`config.mk`:
```
export PLATFORM = sky130hd
export DESIGN_NAME = binary_image_centroid
export DESIGN_NICKNAME = d
export VERILOG_FILES = /design/src/design/bic_pkg.sv /design/src/design/binary_image_centroid.sv /design/src/design/bic_accum.sv /design/src/design/bic_div.sv
export SDC_FILE = /design/constraint.sdc
export NUM_CORES = 1
export LEC_CHECK = 0
export BUFFER_PORTS_ARGS = -buffer_cell sky130_fd_sc_hd__buf_4
export CORE_MARGIN = 5
export CORE_UTILIZATION = 58
export CTS_CLUSTER_DIAMETER = 60
export DETAILED_ROUTE_END_ITERATION = 6
export PLACE_DENSITY_LB_ADDON = 0.2
export SETUP_SLACK_MARGIN = 0.3
export SLEW_MARGIN = 20
export SYNTH_ARGS = -nofsm -noshare
export SYNTH_HDL_FRONTEND = slang
export SYNTH_SLANG_ARGS = --single-unit
```
`constraint.sdc`:
```
create_clock -name clk_i -period 6.55 [get_ports clk_i]
set_input_delay 0.655 -clock clk_i [delete_from_list [all_inputs] [get_ports clk_i]]
set_output_delay 0.655 -clock clk_i [all_outputs]
set_load 0.01 [all_outputs]
```
`src/design/bic_pkg.sv`:
```
// Shared types and constants for the binary image centroid block.
// No dependencies; imported by every module of the block.
`timescale 1ns / 1ps

package bic_pkg;

  // Default frame limits handed to the top level parameters.
  localparam int DEF_MAX_WIDTH  = 4096;
  localparam int DEF_MAX_HEIGHT = 4096;

  // Fixed field and accumulator widths.
  localparam int PIX_W      = 8;
  localparam int FW_W       = 13;
  localparam int SUM_W      = 32;
  localparam int MOM_W      = 44;
  localparam int POS_W      = 13;
  localparam int CFG_DATA_W = 32;
  localparam int CFG_IDX_W  = 1;

  // Compare width that holds both the next column and the largest column limit.
  localparam int CMP_W = 14;

  // One quotient bit per divider step.
  localparam int DIV_STEPS = MOM_W;
  localparam int DIV_CNT_W = $clog2(DIV_STEPS);

  // Register reset values.
  localparam logic [FW_W-1:0]  FW_RESET  = FW_W'(640);
  localparam logic [SUM_W-1:0] THR_RESET = SUM_W'(10000);

  // Configuration register indexes.
  typedef enum logic [CFG_IDX_W-1:0] {
    CFG_FRAME_WIDTH    = 1'b0,
    CFG_AREA_THRESHOLD = 1'b1
  } cfg_idx_e;

  // Moment sums of the frame in progress.
  typedef struct packed {
    logic [SUM_W-1:0] m00;
    logic [MOM_W-1:0] m10;
    logic [MOM_W-1:0] m01;
  } moments_t;

endpackage

```
`src/design/binary_image_centroid.sv`:
```
// Binary image centroid: pixels accumulate at one word per cycle while in_ready_o is high.
// On the last word of a frame the block stops accepting while it runs the check state,
// two passes of the shared one-bit-per-cycle divider, then the result load.
// Without an object the divider is skipped and the check state goes straight to the result load.
// Reset (asynchronous, active low) clears counters, sums and the output valid flag, and loads
// frame_width = 640 and area_threshold = 10000.
`timescale 1ns / 1ps

module binary_image_centroid import bic_pkg::*; #(
  parameter int MAX_WIDTH  = DEF_MAX_WIDTH,
  parameter int MAX_HEIGHT = DEF_MAX_HEIGHT
) (
  input  logic                  clk_i,
  input  logic                  rst_ni,
  input  logic                  cfg_we_i,
  input  logic [CFG_IDX_W-1:0]  cfg_idx_i,
  input  logic [CFG_DATA_W-1:0] cfg_data_i,
  input  logic                  in_valid_i,
  output logic                  in_ready_o,
  input  logic [PIX_W-1:0]      pixel_i,
  input  logic                  last_of_frame_i,
  output logic                  out_valid_o,
  input  logic                  out_ready_i,
  output logic                  found_o,
  output logic [POS_W-1:0]      pos_x_o,
  output logic [POS_W-1:0]      pos_y_o
);

  typedef enum logic [4:0] {
    ST_ACC  = 5'b00001,
    ST_CHK  = 5'b00010,
    ST_DIVX = 5'b00100,
    ST_DIVY = 5'b01000,
    ST_EMIT = 5'b10000
  } state_e;

  state_e           state_q, state_d;
  logic [FW_W-1:0]  frame_width_q;
  logic [SUM_W-1:0] area_thr_q;
  moments_t         moments;
  logic             take;
  logic             clear;
  logic             div_start;
  logic             div_done;
  logic [MOM_W-1:0] dividend;
  logic [MOM_W-1:0] quotient;
  logic [POS_W-1:0] quo_x_clamp, quo_y_clamp;
  logic             found_q, found_d;
  logic [POS_W-1:0] qx_q, qx_d, qy_q, qy_d;
  logic             out_valid_q, out_valid_d;
  logic             load_out;
  logic             out_free;

  // Configuration registers.
  always_ff @(posedge clk_i or negedge rst_ni) begin
    if (!rst_ni) begin
      frame_width_q <= FW_RESET;
      area_thr_q    <= THR_RESET;
    end else if (cfg_we_i) begin
      case (cfg_idx_i)
        CFG_FRAME_WIDTH:    frame_width_q <= cfg_data_i[FW_W-1:0];
        CFG_AREA_THRESHOLD: area_thr_q    <= cfg_data_i[SUM_W-1:0];
        default: ;
      endcase
    end
  end

  assign in_ready_o = (state_q == ST_ACC);
  assign take       = in_valid_i && in_ready_o;
  assign out_free   = !out_valid_q || out_ready_i;
  assign load_out   = (state_q == ST_EMIT) && out_free;
  assign clear      = load_out;

  bic_accum #(
    .MAX_WIDTH  (MAX_WIDTH),
    .MAX_HEIGHT (MAX_HEIGHT)
  ) u_accum (
    .clk_i         (clk_i),
    .rst_ni        (rst_ni),
    .take_i        (take),
    .clear_i       (clear),
    .pixel_i       (pixel_i),
    .frame_width_i (frame_width_q),
    .moments_o     (moments)
  );

  // The x pass starts from the check state, the y pass when the x pass ends.
  assign dividend  = (state_q == ST_DIVX) ? moments.m01 : moments.m10;
  assign div_start = ((state_q == ST_CHK) && (moments.m00 > area_thr_q)) ||
                     ((state_q == ST_DIVX) && div_done);

  bic_div u_div (
    .clk_i      (clk_i),
    .rst_ni     (rst_ni),
    .start_i    (div_start),
    .dividend_i (dividend),
    .divisor_i  (moments.m00),
    .done_o     (div_done),
    .quotient_o (quotient)
  );

  // Quotients beyond the largest supported frame clamp to the last supported column or row.
  assign quo_x_clamp = (quotient > MOM_W'(MAX_WIDTH - 1)) ?
                       POS_W'(MAX_WIDTH - 1) : quotient[POS_W-1:0];
  assign quo_y_clamp = (quotient > MOM_W'(MAX_HEIGHT - 1)) ?
                       POS_W'(MAX_HEIGHT - 1) : quotient[POS_W-1:0];

  // Frame-end sequencer.
  always_comb begin
    state_d = state_q;
    found_d = found_q;
    qx_d    = qx_q;
    qy_d    = qy_q;
    case (state_q)
      ST_ACC: begin
        if (take && last_of_frame_i) begin
          state_d = ST_CHK;
        end
      end
      ST_CHK: begin
        found_d = moments.m00 > area_thr_q;
        qx_d    = '1;
        qy_d    = '1;
        state_d = (moments.m00 > area_thr_q) ? ST_DIVX : ST_EMIT;
      end
      ST_DIVX: begin
        if (div_done) begin
          qx_d    = quo_x_clamp;
          state_d = ST_DIVY;
        end
      end
      ST_DIVY: begin
        if (div_done) begin
          qy_d    = quo_y_clamp;
          state_d = ST_EMIT;
        end
      end
      ST_EMIT: begin
        if (out_free) begin
          state_d = ST_ACC;
        end
      end
      default: state_d = ST_ACC;
    endcase
  end

  // Output register holds the result until it is taken.
  always_comb begin
    out_valid_d = out_valid_q;
    if (load_out) begin
      out_valid_d = 1'b1;
    end else if (out_ready_i) begin
      out_valid_d = 1'b0;
    end
  end

  always_ff @(posedge clk_i or negedge rst_ni) begin
    if (!rst_ni) begin
      state_q     <= ST_ACC;
      out_valid_q <= 1'b0;
    end else begin
      state_q     <= state_d;
      out_valid_q <= out_valid_d;
    end
  end

  always_ff @(posedge clk_i) begin
    found_q <= found_d;
    qx_q    <= qx_d;
    qy_q    <= qy_d;
    if (load_out) begin
      found_o <= found_q;
      pos_x_o <= qx_q;
      pos_y_o <= qy_q;
    end
  end

  assign out_valid_o = out_valid_q;

  // A divider result only arrives during one of the two division passes.
  assert property (@(posedge clk_i) disable iff (!rst_ni)
    div_done |-> (state_q == ST_DIVX || state_q == ST_DIVY))
    else $error("divider finished outside a division pass");

  // The last word of a frame always leads into the check state.
  assert property (@(posedge clk_i) disable iff (!rst_ni)
    (take && last_of_frame_i) |=> (state_q == ST_CHK))
    else $error("frame end did not start the result sequence");

  // A result without an object reports all ones in both coordinates.
  assert property (@(posedge clk_i) disable iff (!rst_ni)
    (out_valid_o && !found_o) |-> (pos_x_o == '1 && pos_y_o == '1))
    else $error("empty frame reported a position");

endmodule

```
`src/design/bic_accum.sv`:
```
// Column and row tracking plus saturating moment accumulators.
// Depends on bic_pkg for widths and the moments_t struct.
`timescale 1ns / 1ps

module bic_accum import bic_pkg::*; #(
  parameter int MAX_WIDTH  = DEF_MAX_WIDTH,
  parameter int MAX_HEIGHT = DEF_MAX_HEIGHT
) (
  input  logic             clk_i,
  input  logic             rst_ni,
  input  logic             take_i,
  input  logic             clear_i,
  input  logic [PIX_W-1:0] pixel_i,
  input  logic [FW_W-1:0]  frame_width_i,
  output moments_t         moments_o
);

  localparam int CW      = $clog2(MAX_WIDTH);
  localparam int RW      = $clog2(MAX_HEIGHT);
  localparam int PROD_XW = PIX_W + CW;
  localparam int PROD_YW = PIX_W + RW;

  logic [CW-1:0]    col_q, col_d;
  logic [RW-1:0]    row_q, row_d;
  moments_t         mom_q, mom_d;
  logic [CW:0]      next_col;
  logic             wrap;
  logic [PROD_XW-1:0] prod_x;
  logic [PROD_YW-1:0] prod_y;
  logic [SUM_W:0]   add_i;
  logic [MOM_W:0]   add_x;
  logic [MOM_W:0]   add_y;

  // Weighted contributions of the current word.
  assign prod_x = PROD_XW'(pixel_i) * PROD_XW'(col_q);
  assign prod_y = PROD_YW'(pixel_i) * PROD_YW'(row_q);

  // Sums carry one extra bit; a carry means the limit was passed.
  assign add_i = (SUM_W+1)'(mom_q.m00) + (SUM_W+1)'(pixel_i);
  assign add_x = (MOM_W+1)'(mom_q.m10) + (MOM_W+1)'(prod_x);
  assign add_y = (MOM_W+1)'(mom_q.m01) + (MOM_W+1)'(prod_y);

  // The column wraps at the frame width or at the largest supported width.
  assign next_col = {1'b0, col_q} + 1'b1;
  assign wrap = (CMP_W'(next_col) >= CMP_W'(frame_width_i)) ||
                (CMP_W'(next_col) >= CMP_W'(MAX_WIDTH));

  always_comb begin
    col_d = col_q;
    row_d = row_q;
    mom_d = mom_q;
    if (clear_i) begin
      col_d = '0;
      row_d = '0;
      mom_d = '0;
    end else if (take_i) begin
      mom_d.m00 = add_i[SUM_W] ? '1 : add_i[SUM_W-1:0];
      mom_d.m10 = add_x[MOM_W] ? '1 : add_x[MOM_W-1:0];
      mom_d.m01 = add_y[MOM_W] ? '1 : add_y[MOM_W-1:0];
      if (wrap) begin
        col_d = '0;
        // Rows saturate at the last supported row.
        if (row_q < RW'(MAX_HEIGHT - 1)) begin
          row_d = row_q + 1'b1;
        end
      end else begin
        col_d = next_col[CW-1:0];
      end
    end
  end

  always_ff @(posedge clk_i or negedge rst_ni) begin
    if (!rst_ni) begin
      col_q <= '0;
      row_q <= '0;
      mom_q <= '0;
    end else begin
      col_q <= col_d;
      row_q <= row_d;
      mom_q <= mom_d;
    end
  end

  assign moments_o = mom_q;

endmodule

```
`src/design/bic_div.sv`:
```
// Restoring divider that produces one quotient bit per cycle.
// Depends on bic_pkg for operand widths and the step count.
`timescale 1ns / 1ps

module bic_div import bic_pkg::*; (
  input  logic             clk_i,
  input  logic             rst_ni,
  input  logic             start_i,
  input  logic [MOM_W-1:0] dividend_i,
  input  logic [SUM_W-1:0] divisor_i,
  output logic             done_o,
  output logic [MOM_W-1:0] quotient_o
);

  logic                 busy_q, busy_d;
  logic                 done_q, done_d;
  logic [DIV_CNT_W-1:0] cnt_q, cnt_d;
  logic [SUM_W-1:0]     rem_q, rem_d;
  logic [MOM_W-1:0]     quo_q, quo_d;
  logic [SUM_W-1:0]     dsr_q, dsr_d;
  logic [SUM_W:0]       rem_sh;
  logic [SUM_W:0]       diff;
  logic                 ge;

  // Shift in the next dividend bit and try a subtraction.
  assign rem_sh = {rem_q, quo_q[MOM_W-1]};
  assign ge     = rem_sh >= {1'b0, dsr_q};
  assign diff   = rem_sh - {1'b0, dsr_q};

  always_comb begin
    busy_d = busy_q;
    done_d = 1'b0;
    cnt_d  = cnt_q;
    rem_d  = rem_q;
    quo_d  = quo_q;
    dsr_d  = dsr_q;
    if (start_i) begin
      busy_d = 1'b1;
      cnt_d  = DIV_CNT_W'(DIV_STEPS - 1);
      rem_d  = '0;
      quo_d  = dividend_i;
      dsr_d  = divisor_i;
    end else if (busy_q) begin
      rem_d = ge ? diff[SUM_W-1:0] : rem_sh[SUM_W-1:0];
      quo_d = {quo_q[MOM_W-2:0], ge};
      cnt_d = cnt_q - 1'b1;
      if (cnt_q == '0) begin
        busy_d = 1'b0;
        done_d = 1'b1;
      end
    end
  end

  always_ff @(posedge clk_i or negedge rst_ni) begin
    if (!rst_ni) begin
      busy_q <= 1'b0;
      done_q <= 1'b0;
      cnt_q  <= '0;
    end else begin
      busy_q <= busy_d;
      done_q <= done_d;
      cnt_q  <= cnt_d;
    end
  end

  // Operand and quotient registers carry no reset.
  always_ff @(posedge clk_i) begin
    rem_q <= rem_d;
    quo_q <= quo_d;
    dsr_q <= dsr_d;
  end

  assign done_o     = done_q;
  assign quotient_o = quo_q;

endmodule
```
==> metrics <==
outcome complete, no violations; CP max stage delay around 0.75 ns; post-synthesis cell count roughly 2,900; synth unique cells between 80 and 90; I/O Buffers 75; GP Congestion roughly 0.9; HPWL after detailed placement 48,300 um; met3 usage under 10%; commonest non-fill, non-tap cell in the layout inv_1; Max VDD drop between 200 and 250 uV; Clk pin slew, worst setup/hold paths roughly 0.060 ns; Mapped Nets about 3,300; first-pass GRT wire length 109,000 um; vias 20,600; Post-synth EDFFs 130; Hold Fails Final Rpt 0; setup bufs post-CTS 0; slew margin rel. 26.3%; layout cell share with drive strength beyond 1 8.45%; Worst Path Arrival around 6.1 ns; via/cell ratio 5.86; most frequent cells in the layout inv_1, nand2_1, a21oi_1, dfrtp_1, nor2_1; R2R Path End u_accum.moments_o[67]$_DFFE_PN0P_; Die ar. 50,200 um^2; reg2reg path depth 17; Required @ worst endpoint 7.02 ns; post-route ant nets 0; CTS H-tree lvls 2; unrepaired setup endpoints after global routing no; io pins 76; worst r2r src u_accum.col_q[2]$_DFFE_PN0P_; CP cell instances and2_1, fa_1, fa_1, fa_1, inv_1, fa_1, inv_1, ha_1, a21oi_1, o21ai_0, nand4_1, and3_1, a21oi_1, o211ai_1, nor2_1, a311oi_1, nor2_1; Initial DRT Pass Iterations 7; area of the core ~45,000 um^2; setup TNS after final layout 0 ns; clk root buf clkbuf_16; minimum clock period 5.67 ns; vias in the first global route 20,700; met2 Track Usage GR approximately 41%; CTS tree built; CP Launch Type register; f_max between 150 and 200 MHz; pin slew with the least headroom to its limit roughly 1.1 ns; Post-synth top flop dfrtp_1; Synth Cell Area 26,600 um^2; Max-Cap Viols 0; Clock Sinks between 300 and 400; post-cts resize count 0; Hold Path Class in2async; initial drt markers roughly 1,800; DRC 0; pwr dens roughly 270 nW/um^2; most frequent CP cell fa_1; CP top delay family adder cells; GR Util All Layers 26.4%; Leak Pwr around 13 nW; initial antenna violation count 0; ant diodes 0; Top Usage Layer GRT met2; layout net count 3,262; routed wire length between 60,000 and 70,000 um; met1 GRT Util 39.0%; Synth-to-Final Area Change 8.89%; clock skew 0.0330 ns; Yosys reg bits around 370; CP Capture Type register; starting density of the core 58.6%; crit path kind reg2reg; Die Y 224 um; Cell Count, Final, Fillers Out between 3,000 and 4,000; worst skew pair latency roughly 0.59 ns; Syn. warnings 0; Tcrit/Tclk final 86.6%; die width roughly 220 um; ys async rst share a little under three fifths; number of setup violations in the final report 0; CP bufs+invs 2; CTS max path bufs 3; Layout Utilization between 60% and 70%; R2R Setup Slk about 0.88 ns; number of hold buffers added after CTS 0; pin count of the biggest net entering global routing 102; post-synthesis sequential area ratio between 30% and 40%; row cnt 78; GR Overflow Total 0; slowest CP cell o211ai_1; CTS Buf Count between 40 and 50; placed insts ~3,400; mean routed wirelength per cell approximately 19 um; Slew Limit Fails 0; syn avg cell area approximately 9.3 um^2; Worst Path Max Fanout 14
[power breakdown]
group	total [mW]	leakage (nW)	switching [mW]	internal, mW
clock network	2.35	0.678	1.00	1.35
registers	2.84	4.03	0.263	2.58
logic	2.49	8.70	1.51	0.979
[metal layers]
| layer | share of wire, % | up-vias |
|---|---|---|
| li1 | - | 9773 |
| met1 | 46 | 10000 |
| met2 | 45 | 664 |
| met3 | 6.9 | 97 |
| met4 | 2.3 | 0 |
| met5 | 0 | - |
[layout make-up]
class                   instances  area [um^2]
flip-flops and latches        365         9630
inverters                     385         1450
clock buffers                  53         1110
fillers                      3731        16400
repair buffers                 96          747
clock inverters                25          267
well taps                     600          751
multi-input cells            1988        15000
[synth_stat cells, drive strengths merged (8+ instances only)]
cell type	n	share of area, %
inv	383	5.4
nand2	297	4.2
a21oi	195	3.7
dfrtp	195	18
nor2	195	2.8
ha	179	8.4
fa	158	12
and2	130	3.1
edfxtp	130	15
o21ai	119	2.2
clkbuf	104	1.5
a31oi	79	1.9
nand3	58	1.1
xnor2	48	1.6
a211oi	43	1.3
nand2b	43	1.0
xor2	43	1.4
nor3	42	0.79
a21o	40	1.2
and3	36	0.87
mux2	35	1.5
nand4	34	0.80
buf	32	0.56
dfxtp	32	2.4
o31ai	20	0.56
mux2i	18	0.68
nor4	18	0.50
o21a	15	0.42
a311oi	13	0.45
nor2b	13	0.31
o21bai	12	0.34
a31o	10	0.33
or3	10	0.25
a41oi	8	0.26
dfstp	8	0.79
[worst max path at each step]
stage	slack (ns)	to	cells after the start	startpoint
4_1_cts	0.94	u_accum.moments_o[67]$_DFFE_PN0P_	18	u_accum.col_q[8]$_DFFE_PN0P_
3_5_place_dp	0.59	u_accum.moments_o[67]$_DFFE_PN0P_	19	pixel_i[7]
5_1_grt	0.43	u_accum.moments_o[41]$_DFFE_PN0P_	18	u_accum.row_q[8]$_DFFE_PN0P_
6_report	0.88	u_accum.moments_o[67]$_DFFE_PN0P_	17	u_accum.col_q[2]$_DFFE_PN0P_
3_3_place_gp	0.65	u_accum.moments_o[73]$_DFFE_PN0P_	19	pixel_i[7]
2_1_floorplan	0.93	u_accum.moments_o[73]$_DFFE_PN0P_	20	pixel_i[1]
[flip-flops by register name (all words and copies together), names as in the netlist, 32 cells and up]
| name | flops |
|---|---|
| area_thr_q | 32 |
| u_accum.moments_o | 120 |
| u_div.dsr_q | 32 |
| u_div.quotient_o | 44 |
| u_div.rem_q | 32 |
[stage by stage]
step	hold WS, ns	area [um^2]	total power, mW	setup slack, ns
detailed placement	0.405	27600	5.35	0.587
CTS	0.203	28900	7.72	0.937
global placement	0.401	27600	5.23	0.652
global route	0.247	29000	8.21	0.434
finish	0.177	29000	7.69	0.880
floorplan	0.359	26600	4.58	0.926
[cells by family after synthesis]
group	count (synthesis)	share of synthesized area (%)
fa+ha+maj	337	20.3
flops	365	36.2
mux	53	2.16
xor+xnor	91	3.00
compound gates	611	14.5
simple gates	896	16.3
buf+inv	521	7.46
Power figures use the tool's default switching activity.
